`src/rtl/assert_macros.svh`:
```
// ----------------------------------------------------------------------------
// assertion macros
// shared concurrent assertion forms for the reel controller link
// ----------------------------------------------------------------------------
`ifndef ASSERT_MACROS_SVH
`define ASSERT_MACROS_SVH

// same-cycle implication
`define RCNL_ASSERT_IMPL(label, clk, rst, ante, cons, msg) \
   label: assert property (@(posedge clk) disable iff (rst) (ante) |-> (cons)) \
      else $error(msg);

// next-cycle implication
`define RCNL_ASSERT_NEXT(label, clk, rst, ante, cons, msg) \
   label: assert property (@(posedge clk) disable iff (rst) (ante) |=> (cons)) \
      else $error(msg);

`endif

```
`src/rtl/rcnl_pkg.sv`:
```
// ----------------------------------------------------------------------------
// rcnl_pkg
// types and constants of the reel controller nibble link
// ----------------------------------------------------------------------------
package rcnl_pkg;

   localparam int REQ_W     = 40;
   localparam int RSP_W     = 32;
   localparam int DATA_W    = 8;
   localparam int NIB_W     = 4;
   localparam int POS_W     = 7;
   localparam int HALF_W    = 6;
   localparam int STEP_W    = 13;
   localparam int TGT_W     = 15;
   localparam int RX_DEPTH  = 17;
   localparam int RX_AW     = 5;
   localparam int TX_DEPTH  = 7;
   localparam int TX_AW     = 3;
   localparam int CNT_W     = 6;
   localparam int LEFT_W    = 5;
   localparam int TXL_W     = 4;
   localparam int REEL_W    = 2;
   localparam int NUM_POS   = 4;

   localparam logic [CNT_W-1:0] MAX_NIBBLES = CNT_W'(2 * RX_DEPTH);

   localparam logic [NIB_W-1:0]  CMD_SPIN = 4'h1;
   localparam logic [NIB_W-1:0]  CMD_POS  = 4'h4;
   localparam logic [NIB_W-1:0]  CMD_GOTO = 4'h8;
   localparam logic [NIB_W-1:0]  CMD_BUSY = 4'h9;
   localparam logic [NIB_W-1:0]  CMD_ID   = 4'hf;
   localparam logic [DATA_W-1:0] ID_BYTE      = 8'hf1;
   localparam logic [DATA_W-1:0] VERSION_BYTE = 8'h10;
   localparam logic [DATA_W-1:0] ZERO_SUM     = 8'hff;
   localparam logic [DATA_W-1:0] POS_BIAS     = 8'd3;

   localparam logic [TXL_W-1:0] NIB_SHORT  = 4'd8;
   localparam logic [TXL_W-1:0] NIB_LONG   = 4'd14;
   localparam logic [NIB_W-1:0] PLEN_SHORT = 4'd1;
   localparam logic [NIB_W-1:0] PLEN_LONG  = 4'd4;
   localparam logic [TX_AW-1:0] END_SHORT  = 3'd3;
   localparam logic [TX_AW-1:0] END_LONG   = 3'd6;

   typedef enum logic [1:0] {
      MODE_START = 2'd0,
      MODE_WRITE = 2'd1,
      MODE_READ  = 2'd2
   } mode_type;

   typedef enum logic [1:0] {
      STAT_NONE = 2'd0,
      STAT_OK   = 2'd1,
      STAT_BAD  = 2'd2
   } status_type;

   typedef enum logic [3:0] {
      S_IDLE,
      S_DISPATCH,
      S_SUM,
      S_RD0,
      S_RD1,
      S_BUILD,
      S_TXSUM,
      S_MVHI,
      S_MVLO,
      S_MODT,
      S_MODA,
      S_MVOUT,
      S_DONE
   } seq_state_type;

   typedef struct packed {
      logic                en;
      logic                hi;
      logic [RX_AW-1:0]    addr;
      logic [NIB_W-1:0]    nib;
   } rx_wr_type;

endpackage

```
`src/rtl/rcnl_rx_buf.sv`:
```
// ----------------------------------------------------------------------------
// rcnl_rx_buf
// receive frame buffer, nibble write port and one byte read port
// ----------------------------------------------------------------------------
module rcnl_rx_buf (
   input  logic                                clock,
   input  logic                                reset,
   input  rcnl_pkg::rx_wr_type                 wr,
   input  logic [rcnl_pkg::RX_AW-1:0]          rd_addr,
   output logic [rcnl_pkg::DATA_W-1:0]         rd_data
);
   import rcnl_pkg::*;

   logic [NIB_W-1:0] lo_ff [RX_DEPTH];
   logic [NIB_W-1:0] hi_ff [RX_DEPTH];

   always_ff @(posedge clock) begin
      if (reset) begin
         for (int i = 0; i < RX_DEPTH; i++) begin
            lo_ff[i] <= '0;
            hi_ff[i] <= '0;
         end
      end else if (wr.en) begin
         if (wr.hi) begin
            hi_ff[wr.addr] <= wr.nib;
         end else begin
            lo_ff[wr.addr] <= wr.nib;
            hi_ff[wr.addr] <= '0;
         end
      end
   end

   always_comb begin
      if (rd_addr < RX_AW'(RX_DEPTH)) begin
         rd_data = {hi_ff[rd_addr], lo_ff[rd_addr]};
      end else begin
         rd_data = '0;
      end
   end

endmodule

```
`src/rtl/rcnl_mod_unit.sv`:
```
// ----------------------------------------------------------------------------
// rcnl_mod_unit
// remainder by a fixed divisor through a reciprocal multiply
// ----------------------------------------------------------------------------
`include "assert_macros.svh"

module rcnl_mod_unit #(
   parameter int  DIVISOR = 48,
   localparam int MW      = $clog2(DIVISOR)
) (
   input  logic                            clock,
   input  logic                            reset,
   input  logic                            start,
   input  logic [rcnl_pkg::TGT_W-1:0]      value,
   output logic                            done,
   output logic [MW-1:0]                   rem
);
   import rcnl_pkg::*;

   localparam int             SHIFT   = TGT_W + MW;
   localparam int             KW      = TGT_W + 2;
   localparam int             PW      = TGT_W + KW;
   localparam int             QW      = PW - SHIFT;
   localparam longint         RECIP_L =
      ((longint'(1) <<< SHIFT) + longint'(DIVISOR - 1)) / longint'(DIVISOR);
   localparam logic [KW-1:0]  RECIP   = KW'(RECIP_L);

   logic              step_ff;
   logic              done_ff;
   logic [TGT_W-1:0]  val_ff;
   logic [QW-1:0]     quo_ff, quo_in;
   logic [MW-1:0]     rem_ff, rem_in;
   logic [PW-1:0]     prod;
   logic [TGT_W-1:0]  back;

   // quotient estimate, exact for every dividend below 2**TGT_W
   always_comb begin
      prod   = PW'(value) * PW'(RECIP);
      quo_in = prod[PW-1:SHIFT];
      back   = TGT_W'(quo_ff) * TGT_W'(DIVISOR);
      rem_in = MW'(val_ff - back);
   end

   always_ff @(posedge clock) begin
      if (reset) begin
         step_ff <= 1'b0;
         done_ff <= 1'b0;
      end else begin
         step_ff <= start;
         done_ff <= step_ff;
      end
   end

   always_ff @(posedge clock) begin
      if (start) begin
         val_ff <= value;
         quo_ff <= quo_in;
      end
      if (step_ff) begin
         rem_ff <= rem_in;
      end
   end

   assign done = done_ff;
   assign rem  = rem_ff;

   `RCNL_ASSERT_IMPL(a_rem_range, clock, reset, done_ff, rem_ff < MW'(DIVISOR - 1) || rem_ff == MW'(DIVISOR - 1), "remainder not below divisor")
   `RCNL_ASSERT_NEXT(a_step_done, clock, reset, step_ff, done_ff, "remainder late")
   `RCNL_ASSERT_NEXT(a_done_idle, clock, reset, done_ff, !done_ff, "done held longer than one cycle")

endmodule

```
`src/rtl/reel_controller_nibble_link.sv`:
```
// ----------------------------------------------------------------------------
// reel_controller_nibble_link
// reel controller end of a nibble-serial command link
// ----------------------------------------------------------------------------
// One item is taken at a time. A start, read or plain write item passes
// through accept, execute and result load. A write that closes a frame runs
// the shared 8-bit adder over the receive buffer and, if the checksum holds,
// reads the command bytes, builds and sums the reply before the result load.
// A spin frame then walks each reel through high byte, low byte and move
// output; a go-to frame runs the remainder unit for the target, then the reel
// position, before the move output. A full output register holds the
// sequencer until the result is taken. A result waits in the output register
// while the next item is accepted. Buffers clear at reset.
`include "assert_macros.svh"

module reel_controller_nibble_link #(
   parameter int REEL_COUNT     = 4,
   parameter int STOPS_PER_TURN = 48
) (
   input  logic                          clock,
   input  logic                          reset,
   input  logic                          req_tvalid,
   output logic                          req_tready,
   // data_byte, reel0_pos, reel1_pos, reel2_pos, reel3_pos, reels_moving
   input  logic [rcnl_pkg::REQ_W-1:0]    req_tdata,
   // mode
   input  logic [1:0]                    req_tuser,
   output logic                          rsp_tvalid,
   input  logic                          rsp_tready,
   // read_data, frame_status, move_reel, move_steps, move_reverse
   output logic [rcnl_pkg::RSP_W-1:0]    rsp_tdata,
   // move_valid
   output logic                          rsp_tuser,
   output logic                          rsp_tlast
);
   import rcnl_pkg::*;

   localparam int MW = $clog2(STOPS_PER_TURN);
   localparam int RW = MW + 1;
   localparam logic [NIB_W-1:0]  REEL_MASK = NIB_W'((1 << REEL_COUNT) - 1);
   localparam logic [REEL_W-1:0] LAST_REEL = REEL_W'(REEL_COUNT - 1);

   seq_state_type state_ff, state_in;

   // latched item
   mode_type          mode_ff;
   logic [NIB_W-1:0]  nib_ff;
   logic [HALF_W-1:0] half_ff [NUM_POS];
   logic [NIB_W-1:0]  moving_ff;

   // link state
   logic              rx_open_ff;
   logic [CNT_W-1:0]  rx_count_ff;
   logic [LEFT_W-1:0] rx_left_ff;
   logic [DATA_W-1:0] tx_ff [TX_DEPTH];
   logic [TXL_W-1:0]  tx_left_ff;
   logic [TX_AW-1:0]  tx_pos_ff;

   // sequencer work registers
   logic [RX_AW-1:0]  nbytes_ff;
   logic [RX_AW-1:0]  idx_ff;
   logic [DATA_W-1:0] sum_ff;
   logic [DATA_W-1:0] b0_ff, b1_ff, hi_ff, lo_ff;
   logic [MW-1:0]     tm_ff, am_ff;
   logic [REEL_W-1:0] k_ff;
   status_type        status_ff;
   logic [DATA_W-1:0] rd_ff;

   // output register
   logic              rsp_valid_ff;
   logic [RSP_W-1:0]  rsp_data_ff;
   logic              rsp_user_ff, rsp_last_ff;

   // datapath
   rx_wr_type         rx_wr;
   logic [RX_AW-1:0]  rx_addr;
   logic [DATA_W-1:0] rx_rd;
   logic              mod_start, mod_done;
   logic [TGT_W-1:0]  mod_value;
   logic [MW-1:0]     mod_rem;

   logic [NIB_W-1:0]  cmd;
   logic              long_reply, move_cmd, out_free, rsp_load, finish, sum_ok;
   logic [RX_AW-1:0]  idx_raw, wr_idx, nb_raw, nb;
   logic [CNT_W-1:0]  count_new;
   logic [LEFT_W-1:0] left_new;
   logic [DATA_W-1:0] tx_byte, rd_nib, sumv, pay0, pay_byte, add_b, add_sum, header;
   logic [HALF_W-1:0] half_k;
   logic [POS_W-1:0]  a_val;
   logic [1:0]        plen_last;
   logic [RW-1:0]     gap_raw, gap;
   logic [STEP_W-1:0] steps;
   logic [RSP_W-1:0]  rsp_word;
   logic              more_sum;

   rcnl_rx_buf u_rx_buf (
      .clock   (clock),
      .reset   (reset),
      .wr      (rx_wr),
      .rd_addr (rx_addr),
      .rd_data (rx_rd)
   );

   rcnl_mod_unit #(.DIVISOR(STOPS_PER_TURN)) u_mod (
      .clock (clock),
      .reset (reset),
      .start (mod_start),
      .value (mod_value),
      .done  (mod_done),
      .rem   (mod_rem)
   );

   // decode and shared arithmetic
   always_comb begin
      cmd        = b0_ff[7:4];
      long_reply = (cmd == CMD_POS);
      move_cmd   = (cmd == CMD_SPIN) || (cmd == CMD_GOTO);
      out_free   = !rsp_valid_ff || rsp_tready;

      idx_raw   = rx_count_ff[CNT_W-1:1];
      wr_idx    = (idx_raw >= RX_AW'(RX_DEPTH)) ? RX_AW'(RX_DEPTH - 1) : idx_raw;
      count_new = rx_count_ff + CNT_W'(1);
      if (rx_count_ff[0]) begin
         left_new = rx_left_ff - LEFT_W'(1);
      end else if (rx_count_ff == '0) begin
         left_new = LEFT_W'(nib_ff) + LEFT_W'(2);
      end else begin
         left_new = rx_left_ff;
      end
      nb_raw = count_new[CNT_W-1:1];
      if (nb_raw == '0) begin
         nb = RX_AW'(1);
      end else if (nb_raw > RX_AW'(RX_DEPTH)) begin
         nb = RX_AW'(RX_DEPTH);
      end else begin
         nb = nb_raw;
      end
      finish = (mode_ff == MODE_WRITE) && rx_open_ff && (left_new == '0);

      tx_byte = (tx_pos_ff < TX_AW'(TX_DEPTH)) ? tx_ff[tx_pos_ff] : '0;
      rd_nib  = tx_left_ff[0] ? {tx_byte[7:4], 4'h0} : {tx_byte[3:0], 4'h0};

      more_sum = (RX_AW'(idx_ff + RX_AW'(1)) < nbytes_ff);
      sumv     = (sum_ff == '0) ? ZERO_SUM : sum_ff;
      sum_ok   = (sumv == rx_rd);

      half_k = half_ff[k_ff];
      a_val  = POS_W'(half_k) + POS_W'(POS_BIAS);
      if (cmd == CMD_ID) begin
         pay0 = ((b0_ff == ID_BYTE) && (b1_ff == '0)) ? VERSION_BYTE : '0;
      end else if (cmd == CMD_BUSY) begin
         pay0 = DATA_W'(moving_ff & REEL_MASK);
      end else begin
         pay0 = '0;
      end
      if (long_reply) begin
         pay_byte = (int'(k_ff) < REEL_COUNT) ? DATA_W'(a_val) : '0;
      end else begin
         pay_byte = pay0;
      end
      plen_last = long_reply ? 2'd3 : 2'd0;
      header    = {b0_ff[7:4], long_reply ? PLEN_LONG : PLEN_SHORT};

      add_b   = (state_ff == S_SUM) ? rx_rd : pay_byte;
      add_sum = sum_ff + add_b;

      if (hi_ff[7]) begin
         gap_raw = RW'(am_ff) + RW'(STOPS_PER_TURN) - RW'(tm_ff);
      end else begin
         gap_raw = RW'(tm_ff) + RW'(STOPS_PER_TURN) - RW'(am_ff);
      end
      gap = (gap_raw >= RW'(STOPS_PER_TURN)) ? gap_raw - RW'(STOPS_PER_TURN) : gap_raw;
      if (cmd == CMD_SPIN) begin
         steps = {hi_ff[3:0], lo_ff, 1'b0};
      end else begin
         steps = STEP_W'({gap[MW-1:0], 1'b0});
      end
   end

   // next state
   always_comb begin
      state_in = state_ff;
      case (state_ff)
         S_IDLE: begin
            if (req_tvalid) state_in = S_DISPATCH;
         end
         S_DISPATCH: begin
            state_in = finish ? S_SUM : S_DONE;
         end
         S_SUM: begin
            if (!more_sum) state_in = sum_ok ? S_RD0 : S_DONE;
         end
         S_RD0:   state_in = S_RD1;
         S_RD1:   state_in = S_BUILD;
         S_BUILD: state_in = S_TXSUM;
         S_TXSUM: begin
            if (k_ff == plen_last) state_in = move_cmd ? S_MVHI : S_DONE;
         end
         S_MVHI: state_in = S_MVLO;
         S_MVLO: begin
            state_in = (cmd == CMD_SPIN) ? S_MVOUT : S_MODT;
         end
         S_MODT: begin
            if (mod_done) state_in = S_MODA;
         end
         S_MODA: begin
            if (mod_done) state_in = S_MVOUT;
         end
         S_MVOUT: begin
            if (out_free) state_in = (k_ff == LAST_REEL) ? S_IDLE : S_MVHI;
         end
         S_DONE: begin
            if (out_free) state_in = S_IDLE;
         end
         default: state_in = S_IDLE;
      endcase
   end

   // outputs of the sequencer
   always_comb begin
      req_tready = 1'b0;
      rx_wr      = '0;
      rx_addr    = '0;
      mod_start  = 1'b0;
      mod_value  = '0;
      rsp_load   = 1'b0;
      rsp_word   = '0;
      case (state_ff)
         S_IDLE: req_tready = 1'b1;
         S_DISPATCH: begin
            if ((mode_ff == MODE_WRITE) && rx_open_ff) begin
               rx_wr.en   = 1'b1;
               rx_wr.hi   = rx_count_ff[0];
               rx_wr.addr = wr_idx;
               rx_wr.nib  = nib_ff;
            end
         end
         S_SUM: rx_addr = idx_ff;
         S_RD0: rx_addr = RX_AW'(0);
         S_RD1: rx_addr = RX_AW'(1);
         S_MVHI: rx_addr = RX_AW'({k_ff, 1'b1});
         S_MVLO: begin
            rx_addr = RX_AW'({k_ff, 1'b0}) + RX_AW'(2);
            if (cmd == CMD_GOTO) begin
               mod_start = 1'b1;
               mod_value = {hi_ff[6:0], rx_rd};
            end
         end
         S_MODT: begin
            if (mod_done) begin
               mod_start = 1'b1;
               mod_value = TGT_W'(a_val);
            end
         end
         S_MVOUT: begin
            rsp_load = out_free;
            rsp_word = RSP_W'({hi_ff[7], steps, k_ff, STAT_OK, DATA_W'(0)});
         end
         S_DONE: begin
            rsp_load = out_free;
            rsp_word = RSP_W'({1'b0, STEP_W'(0), REEL_W'(0), status_ff, rd_ff});
         end
         default: req_tready = 1'b0;
      endcase
   end

   // control registers
   always_ff @(posedge clock) begin
      if (reset) begin
         state_ff     <= S_IDLE;
         rx_open_ff   <= 1'b0;
         rx_count_ff  <= '0;
         rx_left_ff   <= '0;
         tx_left_ff   <= '0;
         tx_pos_ff    <= '0;
         rsp_valid_ff <= 1'b0;
         for (int i = 0; i < TX_DEPTH; i++) begin
            tx_ff[i] <= '0;
         end
      end else begin
         state_ff     <= state_in;
         rsp_valid_ff <= rsp_load || (rsp_valid_ff && !rsp_tready);
         case (state_ff)
            S_DISPATCH: begin
               case (mode_ff)
                  MODE_START: begin
                     rx_open_ff  <= 1'b1;
                     rx_count_ff <= '0;
                     rx_left_ff  <= '0;
                  end
                  MODE_WRITE: begin
                     if (rx_open_ff) begin
                        rx_left_ff <= left_new;
                        if (finish) begin
                           rx_open_ff  <= 1'b0;
                           rx_count_ff <= CNT_W'(nb);
                        end else begin
                           rx_count_ff <= count_new;
                        end
                     end
                  end
                  MODE_READ: begin
                     if (tx_left_ff != '0) begin
                        tx_left_ff <= tx_left_ff - TXL_W'(1);
                        if (tx_left_ff[0]) tx_pos_ff <= tx_pos_ff + TX_AW'(1);
                     end
                  end
                  default: rx_open_ff <= rx_open_ff;
               endcase
            end
            S_BUILD: begin
               tx_ff[0]   <= sum_ff;
               tx_ff[1]   <= header;
               tx_ff[2]   <= long_reply ? DATA_W'(half_ff[0]) + POS_BIAS : pay0;
               tx_pos_ff  <= '0;
               tx_left_ff <= long_reply ? NIB_LONG : NIB_SHORT;
               if (long_reply) begin
                  for (int i = 1; i < NUM_POS; i++) begin
                     tx_ff[2 + i] <= (i < REEL_COUNT) ?
                        DATA_W'(half_ff[i]) + POS_BIAS : '0;
                  end
               end
            end
            S_TXSUM: begin
               if (k_ff == plen_last) begin
                  tx_ff[long_reply ? END_LONG : END_SHORT] <= add_sum;
               end
            end
            default: rx_open_ff <= rx_open_ff;
         endcase
      end
   end

   // work registers
   always_ff @(posedge clock) begin
      if (rsp_load) begin
         rsp_data_ff <= rsp_word;
         rsp_user_ff <= (state_ff == S_MVOUT);
         rsp_last_ff <= (state_ff == S_DONE) || (k_ff == LAST_REEL);
      end
      case (state_ff)
         S_IDLE: begin
            if (req_tvalid) begin
               mode_ff    <= mode_type'(req_tuser);
               nib_ff     <= req_tdata[7:4];
               half_ff[0] <= req_tdata[14:9];
               half_ff[1] <= req_tdata[21:16];
               half_ff[2] <= req_tdata[28:23];
               half_ff[3] <= req_tdata[35:30];
               moving_ff  <= req_tdata[39:36];
            end
         end
         S_DISPATCH: begin
            status_ff <= STAT_NONE;
            rd_ff     <= ((mode_ff == MODE_READ) && (tx_left_ff != '0)) ? rd_nib : '0;
            nbytes_ff <= nb;
            idx_ff    <= '0;
            sum_ff    <= '0;
         end
         S_SUM: begin
            if (more_sum) begin
               sum_ff <= add_sum;
               idx_ff <= idx_ff + RX_AW'(1);
            end else if (sum_ok) begin
               sum_ff <= sumv;
            end else begin
               status_ff <= STAT_BAD;
            end
         end
         S_RD0: b0_ff <= rx_rd;
         S_RD1: b1_ff <= rx_rd;
         S_BUILD: begin
            sum_ff <= header;
            k_ff   <= '0;
         end
         S_TXSUM: begin
            sum_ff <= add_sum;
            if (k_ff == plen_last) begin
               k_ff      <= '0;
               status_ff <= STAT_OK;
            end else begin
               k_ff <= k_ff + REEL_W'(1);
            end
         end
         S_MVHI: hi_ff <= rx_rd;
         S_MVLO: lo_ff <= rx_rd;
         S_MODT: begin
            if (mod_done) tm_ff <= mod_rem;
         end
         S_MODA: begin
            if (mod_done) am_ff <= mod_rem;
         end
         S_MVOUT: begin
            if (out_free) k_ff <= k_ff + REEL_W'(1);
         end
         default: k_ff <= k_ff;
      endcase
   end

   assign rsp_tvalid = rsp_valid_ff;
   assign rsp_tdata  = rsp_data_ff;
   assign rsp_tuser  = rsp_user_ff;
   assign rsp_tlast  = rsp_last_ff;

   `RCNL_ASSERT_IMPL(a_open_count, clock, reset, rx_open_ff, rx_count_ff <= MAX_NIBBLES, "receive nibble count beyond buffer")
   `RCNL_ASSERT_IMPL(a_move_cmd, clock, reset, state_ff == S_MVOUT, (cmd == CMD_SPIN) || (cmd == CMD_GOTO), "move issued for a non-move command")
   `RCNL_ASSERT_NEXT(a_one_item, clock, reset, req_tvalid && req_tready, !req_tready, "second item taken while one is in work")
   `RCNL_ASSERT_IMPL(a_tx_left, clock, reset, tx_left_ff != '0, tx_left_ff <= NIB_LONG, "reply nibble count beyond reply")

endmodule

```
`config.mk`:
```
export PLATFORM = sky130hd
export DESIGN_NAME = reel_controller_nibble_link
export DESIGN_NICKNAME = d
export VERILOG_FILES = /design/src/rtl/rcnl_pkg.sv /design/src/rtl/rcnl_rx_buf.sv /design/src/rtl/rcnl_mod_unit.sv /design/src/rtl/reel_controller_nibble_link.sv
export VERILOG_INCLUDE_DIRS = /design/src /design/src/rtl
export SDC_FILE = /design/constraint.sdc
export NUM_CORES = 1
export LEC_CHECK = 0
export BUFFER_PORTS_ARGS = -buffer_cell sky130_fd_sc_hd__buf_2
export CAP_MARGIN = 20
export CORE_UTILIZATION = 66
export DETAILED_ROUTE_END_ITERATION = 8
export HOLD_SLACK_MARGIN = 0.12
export PLACE_DENSITY_LB_ADDON = 0.3
export SLEW_MARGIN = 20
export SYNTH_ARGS = -nofsm -noshare
export SYNTH_HDL_FRONTEND = slang
export SYNTH_HIERARCHICAL = 1
export SYNTH_SLANG_ARGS = --single-unit
```
`constraint.sdc`:
```
create_clock -name clock -period 19.2 [get_ports clock]
set_clock_uncertainty 0.15 [all_clocks]
set_input_delay 5.76 -clock clock [delete_from_list [all_inputs] [get_ports clock]]
set_output_delay 5.76 -clock clock [all_outputs]
set_load 0.01 [all_outputs]
```
== Yosys cells after proc, flatten, opt, wreduce, memory -nomap -nowiden ==
Memories as Yosys holds them, arrays and structs flattened. A register that Yosys moved wholly into a read port is not among the register bits.
Index checks and enable logic that the tools add are counted.

* Equality and inequality tests: 37
* Multipliers: 2
* Add/subtract/negate cells: 20
* Reductions and logical operators: 41
* Muxes and demuxes: 117
* Bitwise gates (word level): 7
* $lt $le $gt $ge: 6

{| class="wikitable"
|+ Operators with widths
! kind !! number
|-
| $mux W8 || 16
|-
| $mux W4 || 16
|-
| $mux W5 || 11
|-
| $pmux W26 S2 || 1
|-
| $pmux W4 S13 || 1
|-
| $add A6 B2 Y7 const B || 5
|-
| $mux W1 || 33
|-
| $eq A4 B4 Y1 const B || 8
|-
| $pmux W8 S4 || 1
|-
| $mul A15 B16 Y31 const B || 1
|-
| $mux W3 || 10
|-
| $pmux W15 S2 || 1
|-
| $mux W11 || 2
|-
| $ne A2 B2 Y1 const B || 11
|-
| $eq A4 B3 Y1 const B || 5
|-
| $pmux W5 S2 || 2
|-
| $pmux W5 S4 || 1
|-
| $mux W6 || 3
|-
| $logic_not A8 Y1 || 2
|-
| $mux W2 || 8
|-
| $mux W15 || 1
|-
| $add A6 B6 Y7 const B || 2
|-
| $mux W7 || 2
|-
| $reduce_and A2 Y1 || 7
|-
| other kinds (51) || 80
|}

* Memory bits (writable): 216
* Memories: 4
* Register bits after elaboration: 166

{| class="wikitable"
|+ Memories
! name !! words !! width !! rd ports !! clocked after Yosys merged registers in !! wr ports !! line !! RTL
|-
| u_rx_buf.hi_ff || 17 || 4 || 1 || 0 || 17 || rcnl_rx_buf.sv:15 || <nowiki>logic [NIB_W-1:0] hi_ff [RX_DEPTH];</nowiki>
|-
| u_rx_buf.lo_ff || 17 || 4 || 1 || 0 || 17 || rcnl_rx_buf.sv:14 || <nowiki>logic [NIB_W-1:0] lo_ff [RX_DEPTH];</nowiki>
|-
| tx_ff || 7 || 8 || 1 || 1 || 7 || reel_controller_nibble_link.sv:55 || <nowiki>logic [DATA_W-1:0] tx_ff [TX_DEPTH];</nowiki>
|-
| half_ff || 4 || 6 || 5 || 1 || 4 || reel_controller_nibble_link.sv:48 || <nowiki>logic [HALF_W-1:0] half_ff [NUM_POS];</nowiki>
|}

== Longest topological paths before layout ==
* Word-level depth: 11
* Gate-level depth with buffers: 33
* Gate-level depth less buffers: 29

== By module ==
Netlist, hierarchy kept.

{| class="wikitable"
|+ Modules (own cells, without submodules)
! module !! cells each !! instances !! seq. area each (um2) !! area each (um2)
|-
| reel_controller_nibble_link || 977 || 1 || 5925.7 || 10935.5
|-
| rcnl_rx_buf || 496 || 1 || 4083.9 || 6520.0
|-
| rcnl_mod_unit || 280 || 1 || 460.4 || 3176.8
|}

== Worst setup path after synthesis ==
No wires, ideal clock.

* Kind: flip-flop to flip-flop
* From: register state_ff[0]
* To: register u_mod.quo_ff[0], data pin
* Required time: 18.774 ns
* Cell stages (with the launch flop): 30
* Clock period less this slack: 7.889 ns
* Arrival time: 7.463 ns
* Buffers on the path: 3
* Slack: 11.311 ns
* Cell sequence: dfxtp_1 clkbuf_1 inv_1 nand2_1 nor3_1 a22oi_1 nand2_1 buf_2 buf_2 mux4_2 mux2_2 a22oi_1 o21ai_1 a22o_1 ha_1 ha_1 ha_1 xnor2_1 fa_1 inv_1 fa_1 inv_1 fa_1 ha_1 and3_1 a21oi_1 a21oi_1 or4_1 mux2i_1 a2111oi_2

* Longest elaborated chain between the ends: 7

{| class="wikitable"
|+ RTL lines
! what !! line !! RTL
|-
| start, declared || reel_controller_nibble_link.sv:43 || <nowiki>seq_state_type state_ff, state_in;</nowiki>
|-
| start signal, assigned || reel_controller_nibble_link.sv:281 || <nowiki>state_ff <= state_in;</nowiki>
|-
| $eq A4 B4 Y1 (tied with other cells) || reel_controller_nibble_link.sv:228 || <nowiki>case (state_ff)</nowiki>
|-
| $pmux W5 S4 * || reel_controller_nibble_link.sv:228 ||
|-
| net rx_addr[2] || reel_controller_nibble_link.sv:76 || <nowiki>logic [RX_AW-1:0] rx_addr;</nowiki>
|-
| $mem_v2 Z17 W4 or $lt A5 B5 Y1 (tied branches) || n/a ||
|-
| $mux W8 * || rcnl_rx_buf.sv:34 || <nowiki>if (rd_addr < RX_AW'(RX_DEPTH)) begin</nowiki>
|-
| net rx_rd[3] || reel_controller_nibble_link.sv:77 || <nowiki>logic [DATA_W-1:0] rx_rd;</nowiki>
|-
| $mux W15 * || reel_controller_nibble_link.sv:244 || <nowiki>if (cmd == CMD_GOTO) begin</nowiki>
|-
| $pmux W15 S2 * || reel_controller_nibble_link.sv:228 ||
|-
| net mod_value[3] || reel_controller_nibble_link.sv:79 || <nowiki>logic [TGT_W-1:0] mod_value;</nowiki>
|-
| $mul A15 B16 Y31 * || rcnl_mod_unit.sv:38 || <nowiki>prod = PW'(value) * PW'(RECIP);</nowiki>
|-
| net u_mod.prod[21] || rcnl_mod_unit.sv:33 || <nowiki>logic [PW-1:0] prod;</nowiki>
|-
| end signal, assigned || rcnl_mod_unit.sv:57 || <nowiki>quo_ff <= quo_in;</nowiki>
|-
| end, declared || rcnl_mod_unit.sv:31 || <nowiki>logic [QW-1:0] quo_ff, quo_in;</nowiki>
|}

The timed path passes the listed nets; every way through them passes the cells marked *.
A chain may end at the register's enable or synchronous reset.

== Worst setup path after layout ==
* From: register state_ff[2]
* To: register u_mod.quo_ff[0], data pin

Same word-level chain as after synthesis.

==> run_results.csv <==
group,metric,value,unit
pwr,power.density,98.4,mW/mm^2
route,dr_total_vias,13671,
clock_network,h-tree-depth,2,
die,row_count,64,
sta,max_freq,103,MHz
sta,post-route-min-period,9.71,ns
pwr,p_leak,9.14,nW
clock_network,numCtsBuffers,37,
sta,finalSetupViolations,0,
placed_design,gp_congestion,0.927,
logic_synthesis,ys_seq_elements,359,
logic_synthesis,synth_area,0.0206,sq mm
die,num_io_pins,82,
clock_network,clock_sink_count,359,
clock_network,cts_tree,"yes",
global_routing,grt-ovfl-total,0,
outcome,status,"completed",
setup_path,r2r_slack,9.49,ns
die,dieArea,0.0320,sq mm
global_routing,antenna_found_initial,0,
clock_network,clkSlewWorstSetupHoldPaths,0.06,ns
die,die_h,179,um
sta,worstMarginPinSlew,1.17,ns
die,start_util,0.673,
setup_path,arrival,9.85,ns
placed_design,io_buffers,62,
clock_network,cts_resized,0,
logic_synthesis,ys_types,80,
sta,maxSlewHeadroom,0.215,
layout,drive_above_1_share,0.117,
layout,final_nets,2020,
sta,hold_viol,0,
job,max_cap_violations,0,
clock_network,post_cts_buffers,0,
sta,maxSlewViolCount,0,
route,drtIter0Drc,1324,
setup_path,cp-start-kind,"flip-flop",
sta,rsz0062_at_grt,"no",
route,drt-pass1-iter-count,6,
logic_synthesis,synth.yosys.seq_area_share,0.507,
sta,setup_ws,9.49,ns
pwr,peakVddDrop,80.1,uV
logic_synthesis,postSynthCellCount,1753,
clock_network,cts_hold_buf,0,
logic_synthesis,synthArstFlopShare,0,
placed_design,place_ws,9.53,ns
sta,fin_crit_sh,0.506,
route,wl,45800,um
placed_design,place_hpwl,33100,um
layout,syn2layout_area_growth,8.11,%
setup_path,worstPathRequired,19.34,ns
clock_network,clock_tree.root_cell,"clkbuf_16",
setup_path,endpoint_kind,"flip-flop",
logic_synthesis,synthFlopType,"edfxtp_1",
die,die_width,179,um
setup_path,critPathMaxFanout,24,
logic_synthesis,yosys_warnings,6,
hold_path,hold_path_class,"reg -> reg",
global_routing,grt_util_all_layers,0.292,
setup_path,critPathKind,"reg -> reg",
logic_synthesis,syn_avg_cell_area,11.8,sq um
clock_network,clk_latency,0.53,ns
clock_network,clock_path_buffers,3,
route,drt-wirelength-per-cell,20.6,um
global_routing,grt_start_max_net_pins,58,
route,drc_errors,0,
route,viasPerCell,6.16,
layout,n_antenna_cell,0,
global_routing,grt_pass1_vias,13654,
die,core,0.0307,sq mm
sta,fin_tns_setup,0,ns
global_routing,grt_first_pass_wirelength,71300,um
logic_synthesis,synth_edf_count,328,
route,ant_nets,0,
layout,n_fill_cell,2039,
==> flip-flops by register name, indices dropped and copies added, names as in the netlist, 6 cells and up, named ones only <==
name and count:
am_ff 6, b0_ff 8, b1_ff 8, half_ff 24, hi_ff 8, lo_ff 8
rsp_tdata 21, rx_count_ff 6, sum_ff 8, tm_ff 6, tx_ff 51, u_mod/rem 6
u_mod/val_ff 6, u_rx_buf/hi_ff 68, u_rx_buf/lo_ff 68
==> per-layer routing <==
layer	up-vias	share of wire	track usage
met4	0	0.025	0.0932
li1	6382	-	-
met1	6643	0.40	0.388
met3	103	0.068	0.0350
met5	-	0	0
met2	543	0.51	0.500
==> synthesized netlist by cell type (all sizes together), types with 7 or more instances <==
cell type | count | area [sq um]
o211ai | 7 | 52.6
and3 | 42 | 268
dfxtp | 31 | 621
nand4 | 7 | 43.8
a22o | 8 | 70.1
o21ai | 41 | 205
mux2 | 18 | 206
nor2b | 20 | 125
ha | 125 | 1560
o22ai | 17 | 106
nand3b | 8 | 60.1
a221o | 9 | 90.1
nand3 | 30 | 150
and2 | 86 | 538
clkbuf | 52 | 195
nor4 | 7 | 43.8
mux2i | 28 | 280
nor2 | 203 | 762
xnor2 | 31 | 272
a21oi | 46 | 230
a211oi | 18 | 140
inv | 124 | 465
fa | 53 | 1060
or2 | 17 | 106
a22oi | 15 | 113
a21o | 19 | 143
mux4 | 36 | 811
xor2 | 42 | 368
edfxtp | 328 | 9850
nand2b | 30 | 188
nor3b | 10 | 75.1
nand2 | 114 | 428
nor3 | 28 | 140
buf | 28 | 193
==> layout by cell type (no fill, tap or decap), types with 41 or more instances in the layout <==
cell type	instances
nor2_1	201
fa_1	53
ha_1	125
xor2_1	42
and3_1	41
edfxtp_1	328
buf_2	62
inv_1	124
nand2_1	114
a21oi_1	46
and2_1	85
==> critical path, cell delays in order (launching register included) <==
cell	delay, ns
dfxtp_1	0.67
nor2_1	0.20
nand2_1	0.33
inv_1	0.42
nand2_1	0.19
nand2_1	0.55
or2_1	0.59
nor4b_4	0.55
a22oi_1	0.18
o21ai_1	0.58
a22o_1	0.37
ha_1	0.27
inv_1	0.08
fa_1	0.49
inv_1	0.21
fa_1	0.46
fa_1	0.49
inv_1	0.07
fa_1	0.50
inv_1	0.05
fa_1	0.46
ha_1	0.34
and3_4	0.19
a221o_1	0.37
a211oi_2	0.18
mux2i_1	0.11
a2111oi_2	0.38
==> worst paths after layout <==
kind,end,cells past startpoint,startpoint
setup / recovery,u_mod/quo_ff[0],26,state_ff[2]
hold / removal,u_mod/rem[2],0,u_mod/val_ff[2]
setup reg to reg,u_mod/quo_ff[0],26,state_ff[2]
hold reg to reg,u_mod/rem[2],0,u_mod/val_ff[2]
==> layout make-up <==
type	instances	area (sq um)	area share
clock inverters	20	121	0.00544
clock buffers	46	970	0.0435
repair buffers	74	400	0.0179
multi-input cells	1199	9380	0.421
flip-flops and latches	359	10500	0.469
inverters	125	469	0.0210
well taps	396	495	0.0222
==> per-stage QoR <==
step	hold WS (ns)	utilization	total power [mW]	std cells	instance area, sq um
global route	0.284	0.727	2.27	2219	22300
global placement	0.252	0.691	1.52	2153	21200
detailed placement	0.255	0.691	1.54	2153	21200
finish	0.261	0.727	2.19	2219	22300
CTS	0.262	0.727	2.19	2219	22300
floorplan	0.250	-	1.38	1763	20700
==> cells by family after synthesis <==
group / synth area share
AO/OA/AOI/OAI: 0.0760
XOR/XNOR: 0.0310
adder cells (fa/ha/maj): 0.127
buffers and inverters: 0.0415
flip-flops: 0.507
multiplexers: 0.0629
other: 0.000182
AND/OR/NAND/NOR: 0.154
==> power breakdown <==
group          total (mW)  switching [mW]  internal [mW]
Combinational       0.497           0.307          0.190
Sequential           1.04          0.0802          0.962
Clock               0.656           0.294          0.362
Total                2.19           0.681           1.51
(Power assumes the default switching activity.)
